<file path="config.mk">
export PLATFORM = sky130hd
export DESIGN_NAME = phdl_alu
export DESIGN_NICKNAME = d
export VERILOG_FILES = /design/src/rtl/assert_macros.svh /design/src/rtl/phdl_pkg.sv /design/src/rtl/phdl_alu.sv
export SDC_FILE = /design/constraint.sdc
export NUM_CORES = 1
export LEC_CHECK = 0
export BUFFER_PORTS_ARGS = -buffer_cell sky130_fd_sc_hd__buf_4
export CAP_MARGIN = 20
export CORE_UTILIZATION = 35
export CTS_CLUSTER_DIAMETER = 80
export DETAILED_ROUTE_END_ITERATION = 6
export HOLD_SLACK_MARGIN = 0.1
export PLACE_DENSITY = 0.56
export SYNTH_ARGS = -nofsm -noshare
export SYNTH_HDL_FRONTEND = slang
export SYNTH_SLANG_ARGS = --single-unit
</file>
<file path="constraint.sdc">
create_clock -name aclk -period 13.6 [get_ports aclk]
set_clock_uncertainty 0.2 [all_clocks]
set_input_delay 2.04 -clock aclk [delete_from_list [all_inputs] [get_ports aclk]]
set_output_delay 2.04 -clock aclk [all_outputs]
set_load 0.05 [all_outputs]
</file>
<file path="src/rtl/assert_macros.svh">
// Assertion macros shared by the RTL of the discrete-log block.
`ifndef ASSERT_MACROS_SVH
`define ASSERT_MACROS_SVH
`ifndef SYNTH
// Check a property on every rising edge, held off while reset is low.
`define PHDL_ASSERT(lbl, clk, rstn, prop, msg) \
    lbl: assert property (@(posedge clk) disable iff (!(rstn)) (prop)) else $error(msg);
// Check a property on every rising edge, reset included.
`define PHDL_ASSERT_ALWAYS(lbl, clk, prop, msg) \
    lbl: assert property (@(posedge clk) (prop)) else $error(msg);
`else
`define PHDL_ASSERT(lbl, clk, rstn, prop, msg)
`define PHDL_ASSERT_ALWAYS(lbl, clk, prop, msg)
`endif
`endif

</file>
<file path="src/rtl/phdl_pkg.sv">
// Package: types, codes and defaults of the discrete-log block.
`timescale 1ns / 1ps
`default_nettype none
package phdl_pkg;

    localparam int VALUE_BITS_DEF  = 32;
    localparam int MAX_FACTORS_DEF = 16;
    localparam int MAX_PRIME_DEF   = 128;

    localparam int TARGET_BITS = 32;
    localparam int LOG_BITS    = 32;
    localparam int STATUS_BITS = 2;
    localparam int CFG_BITS    = 32;
    localparam int CFG_IDX_BITS = 1;

    localparam logic [31:0] MODULUS_RESET   = 32'd3;
    localparam logic [31:0] GENERATOR_RESET = 32'd2;

    localparam logic [STATUS_BITS-1:0] STAT_OK      = 2'd0;
    localparam logic [STATUS_BITS-1:0] STAT_BOUND   = 2'd1;
    localparam logic [STATUS_BITS-1:0] STAT_NODIGIT = 2'd2;

    typedef enum logic [CFG_IDX_BITS-1:0] {
        REG_MODULUS   = 1'b0,
        REG_GENERATOR = 1'b1
    } reg_idx_t;

    typedef enum logic {
        ALU_MULMOD = 1'b0,
        ALU_DIV    = 1'b1
    } alu_op_t;

    typedef struct packed {
        logic    start;
        alu_op_t op;
    } alu_req_t;

    typedef struct packed {
        logic busy;
        logic done;
    } alu_stat_t;

    typedef enum logic [5:0] {
        ST_IDLE,
        ST_RED_B,
        ST_RED_Y,
        ST_TD_CHK,
        ST_TD_FIRST,
        ST_TD_MORE,
        ST_FAC,
        ST_G,
        ST_TBL0,
        ST_TBL,
        ST_TBL_W,
        ST_DG_CHK,
        ST_DG_DIV,
        ST_DG_PROBE,
        ST_SR_RD,
        ST_SR_CMP,
        ST_DG_ACC,
        ST_DG_H,
        ST_DG_K,
        ST_DG_Y,
        ST_DG_NEXT,
        ST_CRT_REM,
        ST_CRT_R1,
        ST_INV_CHK,
        ST_INV_Q,
        ST_INV_T,
        ST_CRT_V,
        ST_CRT_TERM,
        ST_TD_END,
        ST_FIN,
        ST_ALU_WAIT,
        ST_PW_CHK,
        ST_PW_MUL,
        ST_PW_SQ,
        ST_PW_SQD
    } state_t;

endpackage
`default_nettype wire

</file>
<file path="src/rtl/phdl_alu.sv">
// Shared bit-serial unit: modular multiply and restoring divide.
`timescale 1ns / 1ps
`default_nettype none
module phdl_alu #(
    parameter int W = phdl_pkg::VALUE_BITS_DEF
) (
    input  wire logic              aclk,
    input  wire logic              aresetn,
    input  wire phdl_pkg::alu_req_t req,
    input  wire logic [W-1:0]      a,
    input  wire logic [W-1:0]      b,
    input  wire logic [W-1:0]      m,
    output phdl_pkg::alu_stat_t    stat,
    output logic [W-1:0]           res,
    output logic [W-1:0]           quo
);

    localparam int CW = (W > 1) ? $clog2(W) : 1;

    phdl_pkg::alu_op_t op_reg, op_next;
    logic [W:0]   acc_reg, acc_next;
    logic [W-1:0] sh_reg, sh_next;
    logic [W-1:0] a_reg, a_next;
    logic [W-1:0] m_reg, m_next;
    logic [CW-1:0] cnt_reg, cnt_next;
    logic phase_reg, phase_next;
    logic busy_reg, busy_next;
    logic done_reg, done_next;

    logic [W:0] t;
    logic [W:0] m_ext;
    logic       last;

    always_comb begin
        op_next    = op_reg;
        acc_next   = acc_reg;
        sh_next    = sh_reg;
        a_next     = a_reg;
        m_next     = m_reg;
        cnt_next   = cnt_reg;
        phase_next = phase_reg;
        busy_next  = busy_reg;
        done_next  = 1'b0;
        m_ext      = {1'b0, m_reg};
        t          = '0;
        last       = (cnt_reg == '0);
        if (req.start) begin
            op_next    = req.op;
            acc_next   = '0;
            sh_next    = b;
            a_next     = a;
            m_next     = m;
            cnt_next   = CW'(W - 1);
            phase_next = 1'b0;
            busy_next  = 1'b1;
        end else if (busy_reg) begin
            unique case (op_reg)
                phdl_pkg::ALU_MULMOD: begin
                    if (!phase_reg) begin
                        // double and fold back below m
                        t = {acc_reg[W-1:0], 1'b0};
                        if (t >= m_ext) t = t - m_ext;
                        acc_next   = t;
                        phase_next = 1'b1;
                    end else begin
                        // add a if the multiplier bit is set
                        t = acc_reg + (sh_reg[W-1] ? {1'b0, a_reg} : '0);
                        if (t >= m_ext) t = t - m_ext;
                        acc_next   = t;
                        sh_next    = {sh_reg[W-2:0], 1'b0};
                        phase_next = 1'b0;
                        cnt_next   = cnt_reg - 1'b1;
                        if (last) begin
                            busy_next = 1'b0;
                            done_next = 1'b1;
                        end
                    end
                end
                phdl_pkg::ALU_DIV: begin
                    t = {acc_reg[W-1:0], sh_reg[W-1]};
                    if (t >= m_ext) begin
                        acc_next = t - m_ext;
                        sh_next  = {sh_reg[W-2:0], 1'b1};
                    end else begin
                        acc_next = t;
                        sh_next  = {sh_reg[W-2:0], 1'b0};
                    end
                    cnt_next = cnt_reg - 1'b1;
                    if (last) begin
                        busy_next = 1'b0;
                        done_next = 1'b1;
                    end
                end
                default: ;
            endcase
        end
    end

    always_ff @(posedge aclk) begin
        if (!aresetn) begin
            busy_reg <= 1'b0;
            done_reg <= 1'b0;
        end else begin
            busy_reg <= busy_next;
            done_reg <= done_next;
        end
        op_reg    <= op_next;
        acc_reg   <= acc_next;
        sh_reg    <= sh_next;
        a_reg     <= a_next;
        m_reg     <= m_next;
        cnt_reg   <= cnt_next;
        phase_reg <= phase_next;
    end

    assign stat.busy = busy_reg;
    assign stat.done = done_reg;
    assign res = acc_reg[W-1:0];
    assign quo = sh_reg;

endmodule
`default_nettype wire

</file>
==> run_results.csv, run 1 <==
group,metric,value,unit
timing,setup_viol,0,
drt,dr.pass1.iters,5,
timing,rsz0062_at_grt,"no",
floorplan,coreArea,37670,um2
power,max-vdd-ir-drop,0.1031,mV
min_path,hold_path_class,"reg -> reg",
yosys,syn_avg_cell_area,8.175,um2
floorplan,fp.dieW,197.7,um
global_route,antenna_found_initial,0,
floorplan,start_util,0.3557,
placement,place.gp.congestion,1.010,
yosys,synthArstFlopShare,0,
clock_tree,hold_buffers,0,
power,pwr-share-clk,0.257,
clock_tree,ctsResizeCount,0,
drt,drc,0,
timing,hold_viol_final,0,
global_route,grt_max_degree,69,
power,power.switching,0.8455,mW
clock_tree,cts.sink_count,138,
setup_path,endpoint_kind,"register",
clock_tree,clock_latency,460,ps
yosys,synth_nets,1841,
setup_path,crit_arrival,6850,ps
placement,place_hpwl,39.25,mm
layout,drive_gt1_frac,0.1566,
setup_path,crit_path_max_fanout,35,
global_route,track_usage,0.2502,
layout,seq_area,3734,um2
power,p_comb_frac,0.473,
layout,fillCellCount,3899,
timing,fin_crit_sh,0.4910,
timing,period_needed,6677,ps
drt,wl_per_cell,21.85,um
yosys,ys_seq_area_frac,0.2786,
yosys,synth_edf_count,97,
global_route,grt_first_pass_wirelength,73.45,mm
drt,drtAntennaViolNets,0,
layout,final_nets,1913,
yosys,ys.flop_type,"edfxtp_1",
yosys,ys_warn_count,0,
yosys,synth_area,13400,um2
setup_path,criticalPathCategory,"reg -> reg",
yosys,ys_seq_elements,138,
timing,relSlewSlack,0.3283,
timing,worst_slew_pin_slew,996.9,ps
clock_tree,postCtsSetupBuffers,0,
floorplan,die_h,197.7,um
placement,io_buffers,165,
yosys,netlist_instances,1639,
drt,wl,48.85,mm
power,intPower,1.121,mW
job,max_cap_viol_count,0,
clock_tree,cts_buffers,17,
timing,setup_tns,0,ps
timing,setup_ws,6923,ps
setup_path,cp.required,13770,ps
drt,via_count,13010,
drt,first_iter_violations,1111,
power,netSwitchingFraction,0.4299,
global_route,grt_remaining_overflow,0,
floorplan,ios,166,
power,leakagePower,6.301,nW
timing,fmax,149.8,MHz
timing,whs,324.6,ps
yosys,ys_types,88,
power,p_per_area,127.8,nW/um2
layout,area_growth_syn_to_layout,14.81,%
drt,vias_per_cell,5.816,
setup_path,worst_setup_path_start_kind,"register",
clock_tree,cts_tree,"yes",
floorplan,die_area,39070,um2
layout,postLayoutCoreUtil,0.4084,
clock_tree,cts.path.max_buffers,2,
layout,largest_reg_flops,33,
clock_tree,cts_htree_levels,4,
global_route,grt_pass1_vias,12190,
status,outcome,"completed",
placement,dp_slack,6971,ps
layout,multi_input_area,8717,um2
clock_tree,path_clk_slew,60,ps
power,pwr-share-seq,0.269,
timing,slew_violations,0,
floorplan,rows,71,
clock_tree,cts_root_buf,"clkbuf_16",
-- layout by cell type, fill, tap and decap left out, types with 11 or more instances in the layout --
cell type	synthesis	layout
a211oi_1	32	32
a21o_1	37	37
a21oi_1	163	163
a221oi_1	11	11
a31oi_1	28	28
and2_1	39	39
and3_1	16	16
buf_4	37	182
clkbuf_16	0	21
dfxtp_1	41	41
edfxtp_1	97	97
ha_1	98	98
inv_1	73	73
mux2_2	33	33
mux2i_1	13	13
nand2_1	173	173
nand2b_1	20	20
nand3_1	45	45
nand4_1	30	30
nor2_1	93	93
nor3_1	27	25
o211ai_1	26	26
o21a_1	15	15
o21ai_0	101	101
o21bai_1	13	13
o221ai_1	12	12
or3_1	17	17
xnor2_1	55	55
xor2_1	54	54
-- synth_stat cells, types with 5 or more instances --
| cell type | count | area (um2) |
|---|---|---|
| nand4_1 | 30 | 187.7 |
| o21bai_1 | 13 | 97.59 |
| buf_4 | 37 | 277.8 |
| and3_1 | 16 | 100.1 |
| a311oi_1 | 7 | 61.31 |
| nand2_1 | 173 | 649.4 |
| o221ai_1 | 12 | 105.1 |
| dfxtp_1 | 41 | 820.8 |
| a211o_1 | 6 | 52.55 |
| xnor2_1 | 55 | 481.7 |
| o31ai_1 | 10 | 75.07 |
| a31oi_1 | 28 | 175.2 |
| ha_1 | 98 | 1226 |
| edfxtp_1 | 97 | 2913 |
| or3_1 | 17 | 106.4 |
| a211oi_1 | 32 | 240.2 |
| clkbuf_1 | 63 | 236.5 |
| xor2_1 | 54 | 473.0 |
| a21boi_0 | 6 | 45.04 |
| mux2_2 | 33 | 371.6 |
| nor4_1 | 9 | 56.30 |
| o21ai_0 | 101 | 505.5 |
| o21ai_1 | 6 | 30.03 |
| o21a_1 | 15 | 112.6 |
| nand2b_1 | 20 | 125.1 |
| a32oi_1 | 5 | 43.79 |
| nand3_1 | 45 | 225.2 |
| a221oi_1 | 11 | 96.34 |
| and2_1 | 39 | 244.0 |
| nor2b_1 | 8 | 50.05 |
| inv_1 | 73 | 274.0 |
| o211ai_1 | 26 | 195.2 |
| nor2_1 | 93 | 349.1 |
| buf_2 | 20 | 100.1 |
| a21o_1 | 37 | 277.8 |
| a21oi_1 | 163 | 815.8 |
| mux2i_1 | 13 | 130.1 |
| nor3_1 | 27 | 135.1 |
-- stage by stage --
stage / instances / instance area, um2 / power (mW)
final: 2236 / 15380 / 1.967
after global routing: 2235 / 15380 / 2.073
after CTS: 2235 / 15380 / 1.961
after detailed placement: 2203 / 14730 / 1.447
after global placement: 2202 / 14720 / 1.448
after floorplan: 1639 / 13400 / 1.197
-- cells by family after synthesis --
group                      after synthesis  synth area share
xor gates and xnor gates               109           0.07125
adders and majority gates              102           0.09749
DFF                                    138            0.2786
buffers and inverters                  202           0.07153
AOI/OAI and AO/OA                      536            0.2594
and+or+nand+nor                        506            0.1842
muxes                                   46           0.03745
-- critical path, stage by stage (launching register included) --
cell and delay, ps:
edfxtp_1 320, buf_4 280, and2_1 180, ha_1 180, inv_1 60, fa_1 420, nand2b_1 200, a21oi_1 250
o2111a_1 290, o21ai_0 180, o21ai_0 370, a21boi_0 210, o21ai_0 240, xnor2_1 240, inv_1 90, ha_1 380
o21a_1 140, o21a_1 160, o21ai_1 370, o32a_1 290, o311ai_2 110, buf_4 230, nor2_1 700, nand3_1 200
a311oi_2 260
-- worst paths after layout --
kind,to,slack (ps),start,cells after the start
setup / recovery,acc_reg[12]$_SDFFE_PP0P_,6920,quo[31]$_DFFE_PP_,24
hold / removal,cnt_reg[1]$_SDFFE_PP1P_,320,cnt_reg[1]$_SDFFE_PP1P_,2
setup reg to reg,acc_reg[12]$_SDFFE_PP0P_,6920,quo[31]$_DFFE_PP_,24
hold reg to reg,cnt_reg[1]$_SDFFE_PP1P_,320,cnt_reg[1]$_SDFFE_PP1P_,2
-- power groups by stage --
stage	clock (mW)	combinational, mW	sequential [mW]
4_1_cts	0.517	0.915	0.528
3_3_place_gp	0	0.911	0.537
5_1_grt	0.533	1.01	0.533
2_1_floorplan	0	0.642	0.555
3_5_place_dp	0	0.910	0.537
6_report	0.506	0.931	0.530
-- final cells by class --
type                    instances  area share
repair buffers                182     0.08882
clock inverters                10    0.007239
clock buffers                  22     0.03505
inverters                      73     0.01781
multi-input cells            1299      0.5667
diodes                          1   0.0001627
flip-flops and latches        138      0.2427
well taps                     511     0.04156
-- per-layer routing --
metal	GRT usage	share of wire
met4	0.09388	0.027
met1	0.3579	0.47
met5	0	0
met3	0.03773	0.063
met2	0.3766	0.44
Power figures use the tool's default switching activity.
==> inputs of run 2 (changes only) <==
--- a/config.mk
+++ b/config.mk
@@ -11,7 +11,7 @@
 export CTS_CLUSTER_DIAMETER = 80
 export DETAILED_ROUTE_END_ITERATION = 6
 export HOLD_SLACK_MARGIN = 0.1
-export PLACE_DENSITY = 0.56
+export PLACE_DENSITY = 0.58
 export SYNTH_ARGS = -nofsm -noshare
 export SYNTH_HDL_FRONTEND = slang
 export SYNTH_SLANG_ARGS = --single-unit
==> constraint.sdc (replaced) <==
create_clock -name aclk -period 5.7 [get_ports aclk]
set_clock_uncertainty 0.2 [all_clocks]
set_input_delay 0.855 -clock aclk [delete_from_list [all_inputs] [get_ports aclk]]
set_output_delay 0.855 -clock aclk [all_outputs]
set_load 0.05 [all_outputs]
==> run 2 against run 1 <==
Via count is 2.9% higher. Count of clock-buffer cells in the layout down 5. Critical path type unchanged. Worst setup slack got worse by 6700 ps. Hold slack got worse by 1.7 ps. Non-clock buffer count is 76 higher. Critical endpoint is now acc_reg[16]$_SDFFE_PP0P_.
==> run_results.csv, run 2 (synthesized netlist as in run 1, its figures left out) <==
group,metric,value,unit
drt,wl_per_cell,22.00,um
power,p_per_area,299.1,nW/um2
timing,whs,322.8,ps
placement,dpl.cell_count,2274,
job,max_cap_viol_count,0,
clock_tree,cts.path.max_buffers,2,
setup_path,r2r_end,"acc_reg[16]$_SDFFE_PP0P_",
setup_path,crit_arrival,5600,ps
setup_path,cp_top_family,"simple AND/OR/NAND/NOR gates",
timing,setup_viol,0,
min_path,hold_start,"cnt_reg[1]$_SDFFE_PP1P_",
power,pwr-share-seq,0.259,
clock_tree,clock_latency,440,ps
setup_path,crit_chain,"buf_12 > buf_4 > and2_1 > ha_1 > and4_1 > o21ai_2 > buf_4 > o31a_1 > o31ai_1 > xor2_1 > ha_1 > nand2_1 > nor4_2 > a41oi_1 > and4b_4 > or2_4 > nand2_4 > buf_4 > mux2i_1 > a311oi_1",
layout,num_antenna_cells,0,
timing,relSlewSlack,0.2852,
power,p_comb_frac,0.510,
timing,hold_viol_final,0,
global_route,track_usage,0.2575,
drt,vias_per_cell,5.793,
clock_tree,cts.sink_count,138,
layout,final_nets,1989,
global_route,grt_remaining_overflow,0,
timing,setup_ws,197.4,ps
placement,io_buffers,165,
floorplan,coreArea,37670,um2
layout,largest_reg_flops,33,
floorplan,start_util,0.3557,
drt,via_count,13390,
clock_tree,path_clk_slew,70,ps
drt,drtAntennaViolNets,0,
timing,slew_violations,0,
power,pwr-share-clk,0.230,
layout,area_growth_syn_to_layout,19.48,%
drt,first_iter_violations,1365,
drt,drc,0,
setup_path,path_buf_inv,4,
floorplan,die_h,197.7,um
timing,setup_tns,0,ps
status,outcome,"completed",
clock_tree,cts_root_buf,"clkbuf_16",
placement,place.gp.congestion,1.029,
drt,dr.pass1.iters,7,
min_path,min_to,"cnt_reg[1]$_SDFFE_PP1P_",
global_route,grt_first_pass_wirelength,75.99,mm
setup_path,crit_path_max_fanout,28,
timing,fmax,181.7,MHz
layout,fin_cells,2311,
setup_path,r2r_cells,20,
floorplan,ios,166,
power,power.switching,2.128,mW
min_path,min_path_cells,2,
setup_path,rr_startpoint,"quo[31]$_DFFE_PP_",
global_route,grt_pass1_vias,12560,
setup_path,cpMostUsedCell,"buf_4",
clock_tree,hold_buffers,0,
power,netSwitchingFraction,0.4443,
min_path,hold_path_class,"reg -> reg",
power,max-vdd-ir-drop,0.1433,mV
timing,period_needed,5503,ps
floorplan,rows,71,
global_route,grt_max_degree,47,
setup_path,worst_setup_path_start_kind,"register",
clock_tree,cts_buffers,17,
setup_path,endpoint_kind,"register",
timing,worst_slew_pin_slew,1072,ps
global_route,antenna_found_initial,0,
power,intPower,2.661,mW
placement,dp_slack,-128.8,ps
drt,wl,50.83,mm
setup_path,crit_slowest_cell,"nor4_2",
clock_tree,cts_htree_levels,4,
clock_tree,cts_tree,"yes",
setup_path,cp.required,5800,ps
setup_path,criticalPathCategory,"reg -> reg",
floorplan,die_area,39070,um2
power,leakagePower,6.678,nW
floorplan,fp.dieW,197.7,um
timing,fin_crit_sh,0.9654,
layout,drive_gt1_frac,0.2017,
setup_path,reg2reg_setup_slack,200,ps
layout,postLayoutCoreUtil,0.4250,
layout,final_cell_mix,"buf_4, nand2_1, a21oi_1",
layout,final_common_cell,"buf_4",
setup_path,cpPeakStageDelay,450,ps
placement,place_hpwl,40.98,mm
[run 2: cell types whose count changed in the layout (fill, tap and decap cells not counted), sizes merged]
cell and delta:
buf +76, clkbuf -5, clkinv +2, clkinvlp +2, inv +2, bufinv -1, diode -1
[run 2: area by class of cell]
class,instances,area [um2]
fill,3826,21660
multi-input combinational,1299,8820
sequential,138,3734
clock inverter,15,151.4
clock buffer,17,425.4
inverter,73,274.0
timing repair buffer,258,1966
tap,511,639.4
[run 2: routing by layer]
layer	up-vias	track usage	share of wire
li1	6345	-	-
met1	6411	0.3868	0.48
met2	573	0.3841	0.43
met3	58	0.03159	0.070
met4	0	0.06661	0.021
met5	-	0	0
[run 2: how the worst max path moves through the flow]
stage	startpoint	endpoint	slack [ps]	cells after the start
after floorplan	quo[31]$_DFFE_PP_	acc_reg[14]$_SDFFE_PP0P_	120	23
after global placement	quo[31]$_DFFE_PP_	acc_reg[32]$_SDFFE_PP0P_	80	25
after detailed placement	quo[31]$_DFFE_PP_	acc_reg[16]$_SDFFE_PP0P_	-130	24
after CTS	quo[31]$_DFFE_PP_	acc_reg[7]$_SDFFE_PP0P_	5	24
after global routing	quo[31]$_DFFE_PP_	acc_reg[7]$_SDFFE_PP0P_	-4	23
final	quo[31]$_DFFE_PP_	acc_reg[16]$_SDFFE_PP0P_	200	20
[run 2: through the flow]
stage | area (um2) | power, mW
3_3_place_gp | 15290 | 3.596
4_1_cts | 15880 | 4.707
6_report | 16010 | 4.789
2_1_floorplan | 13400 | 2.855
5_1_grt | 16010 | 5.034
3_5_place_dp | 15290 | 3.586
[run 2: repair_timing]
action | CTS | global route
setup buffers | 0 | 5
resized for setup | 3 | 28
pin swaps | 0 | 10
endpoints found under the setup margin | 21 | 32
[run 2: power groups by stage]
| stage | Clock, mW | Combinational, mW | Sequential (mW) |
|---|---|---|---|
| finish | 1.10 | 2.44 | 1.24 |
| global route | 1.17 | 2.62 | 1.25 |
| CTS | 1.12 | 2.35 | 1.24 |
| detailed placement | 0 | 2.33 | 1.26 |
| global placement | 0 | 2.34 | 1.26 |
| floorplan | 0 | 1.53 | 1.32 |
[run 2: worst reg2reg max path, delay by kind of cell, from the launching register on]
family                     cells  cell delay, ps
DFF                            1             430
AOI/OAI and AO/OA              5            1020
adders and majority gates      2             690
and+or+nand+nor                7            1700
buffers and inverters          4             680
xor gates and xnor gates       1             390
muxes                          1             230
==> inputs of run 3 (changes only) <==
--- a/config.mk
+++ b/config.mk
@@ -7,11 +7,13 @@
 export LEC_CHECK = 0
 export BUFFER_PORTS_ARGS = -buffer_cell sky130_fd_sc_hd__buf_4
 export CAP_MARGIN = 20
+export CORE_MARGIN = 5
 export CORE_UTILIZATION = 35
 export CTS_CLUSTER_DIAMETER = 80
 export DETAILED_ROUTE_END_ITERATION = 6
 export HOLD_SLACK_MARGIN = 0.1
 export PLACE_DENSITY = 0.58
+export RECOVER_POWER = 50
 export SYNTH_ARGS = -nofsm -noshare
 export SYNTH_HDL_FRONTEND = slang
 export SYNTH_SLANG_ARGS = --single-unit
==> constraint.sdc (replaced) <==
create_clock -name aclk -period 4.49 [get_ports aclk]
set_clock_uncertainty 0.2 [all_clocks]
set_input_delay 0.6735 -clock aclk [delete_from_list [all_inputs] [get_ports aclk]]
set_output_delay 0.6735 -clock aclk [all_outputs]
set_load 0.05 [all_outputs]
==> run 3 against run 2 <==
Fmax rose by 8.2%. Power up 51%. Flip-flop and latch count stayed put. The run now ends with negative setup slack left. Worst setup slack got worse by 790 ps. Count of clock-buffer cells in the layout unchanged. Largest cell class unchanged.
==> run_results.csv, run 3 (synthesized netlist as in run 1, its figures left out) <==
group,metric,value,unit
drt,drc,0,
clock_tree,cts_root_buf,"clkbuf_16",
timing,worst_slew_pin_slew,879.0,ps
setup_path,endpoint_kind,"register",
setup_path,reg2reg_setup_slack,-590,ps
min_path,hold_start,"m[23]",
clock_tree,cts_htree_levels,4,
layout,postLayoutCoreUtil,0.5047,
timing,relSlewSlack,0.4078,
min_path,min_path_cells,1,
placement,dp_slack,-863.2,ps
drt,wl,56.25,mm
power,p_per_area,379.5,nW/um2
setup_path,crit_slowest_cell,"or4_4",
placement,placedInstanceArea,17160,um2
floorplan,fp.dieW,205.7,um
timing,setup_tns,-14600,ps
status,outcome,"finished, violations left",
status,violations,"negative setup slack",
floorplan,die_h,205.7,um
clock_tree,clock_latency,460,ps
setup_path,crit_chain,"buf_6 > buf_6 > and2_4 > ha_4 > o211ai_1 > a21oi_4 > o2111a_2 > o211ai_1 > a31oi_1 > o21a_1 > xor2_2 > ha_1 > and3_4 > and3_4 > a41oi_2 > and4b_4 > or2_4 > buf_12 > a211oi_1 > or4_4 > a21oi_2",
global_route,track_usage,0.2608,
clock_tree,cts.sink_count,138,
drt,vias_per_cell,5.597,
placement,dpl.cell_count,2499,
setup_path,r2r_cells,21,
min_path,hold_path_class,"in -> reg",
floorplan,ios,166,
drt,first_iter_violations,1339,
placement,place.gp.congestion,0.9676,
timing,period_needed,5085,ps
setup_path,worst_setup_path_start_kind,"register",
global_route,antenna_found_initial,1,
power,leakagePower,8.176,nW
timing,fmax,196.7,MHz
global_route,grt_max_degree,73,
layout,multi_input_area,9607,um2
job,max_cap_viol_count,0,
layout,fillCellCount,3569,
setup_path,cp_top_family,"compound AO/OA/AOI/OAI gates",
layout,final_common_cell,"buf_4",
timing,hold_viol_final,0,
drt,via_count,14440,
placement,place_hpwl,44.96,mm
setup_path,worst-path-stages,21,
timing,setup_viol,33,
global_route,grt_pass1_vias,14350,
floorplan,start_util,0.3549,
timing,fin_crit_sh,1.132,
timing,rsz0062_at_grt,"yes",
layout,largest_reg_flops,33,
setup_path,path_buf_inv,3,
layout,area_growth_syn_to_layout,42.20,%
layout,final_cell_mix,"buf_4, nand2_1, a21oi_1",
placement,io_buffers,165,
drt,wl_per_cell,21.80,um
layout,num_antenna_cells,0,
floorplan,coreArea,37760,um2
power,max-vdd-ir-drop,0.3793,mV
layout,fin_cells,2580,
layout,postLayoutCellArea,19050,um2
clock_tree,cts.path.max_buffers,2,
setup_path,cp.required,4670,ps
setup_path,r2r_end,"acc_reg[7]$_SDFFE_PP0P_",
global_route,grt_first_pass_wirelength,84.22,mm
setup_path,criticalPathCategory,"reg -> reg",
clock_tree,cts_buffers,17,
clock_tree,path_clk_slew,80,ps
layout,final_nets,2258,
timing,slew_violations,0,
setup_path,crit_arrival,5270,ps
setup_path,cpPeakStageDelay,530,ps
drt,dr.pass1.iters,5,
min_path,min_to,"m_reg[23]$_DFFE_PP_",
layout,drive_gt1_frac,0.3586,
layout,seq_area,3734,um2
setup_path,crit_path_max_fanout,7,
clock_tree,cts_tree,"yes",
timing,setup_ws,-594.7,ps
floorplan,die_area,42300,um2
setup_path,rr_startpoint,"quo[31]$_DFFE_PP_",
floorplan,rows,71,
global_route,grt_remaining_overflow,0,
drt,drtAntennaViolNets,0,
## run 3: timing repair
item                       4_1_cts  5_1_grt
setup endpoints to repair       33       33
setup buffers                   35       12
cloned                           4        0
hold buffers                     0        0
gates resized for setup        144       36
pin swaps                       82       47
## run 3: area by class of cell
cell class / count / area share
Clock buffer: 17 / 0.02233
Clock inverter: 15 / 0.01070
Inverter: 73 / 0.01438
Multi-Input combinational cell: 1299 / 0.5042
Sequential cell: 138 / 0.1960
Tap cell: 511 / 0.03356
Timing Repair Buffer: 527 / 0.2189
## run 3: how the worst max path moves through the flow
stage	from	to	slack (ps)
6_report	quo[31]$_DFFE_PP_	acc_reg[7]$_SDFFE_PP0P_	-590
5_1_grt	quo[31]$_DFFE_PP_	acc_reg[7]$_SDFFE_PP0P_	-740
4_1_cts	quo[31]$_DFFE_PP_	acc_reg[0]$_SDFFE_PP0P_	-410
3_5_place_dp	quo[31]$_DFFE_PP_	acc_reg[31]$_SDFFE_PP0P_	-860
3_3_place_gp	quo[31]$_DFFE_PP_	acc_reg[31]$_SDFFE_PP0P_	-750
2_1_floorplan	quo[31]$_DFFE_PP_	acc_reg[7]$_SDFFE_PP0P_	-610
## run 3: metrics by stage
stage	power [mW]	hold slack, ps
6_report	7.230	206.7
3_5_place_dp	5.154	298.0
4_1_cts	7.060	168.4
5_1_grt	7.585	192.9
2_1_floorplan	3.674	266.1
3_3_place_gp	5.137	278.6
## run 3: power by group
part | internal, mW | switching, mW
combinational | 1.83 | 2.27
clock | 0.898 | 0.653
sequential | 1.49 | 0.0945
## run 3: per-layer routing
metal,vias up,GRT usage,wire length (um)
met2,607,0.4063,25330
met3,113,0.05012,4156
met1,6839,0.3646,25140
met5,-,0,13
met4,2,0.08325,1607
li1,6878,-,-
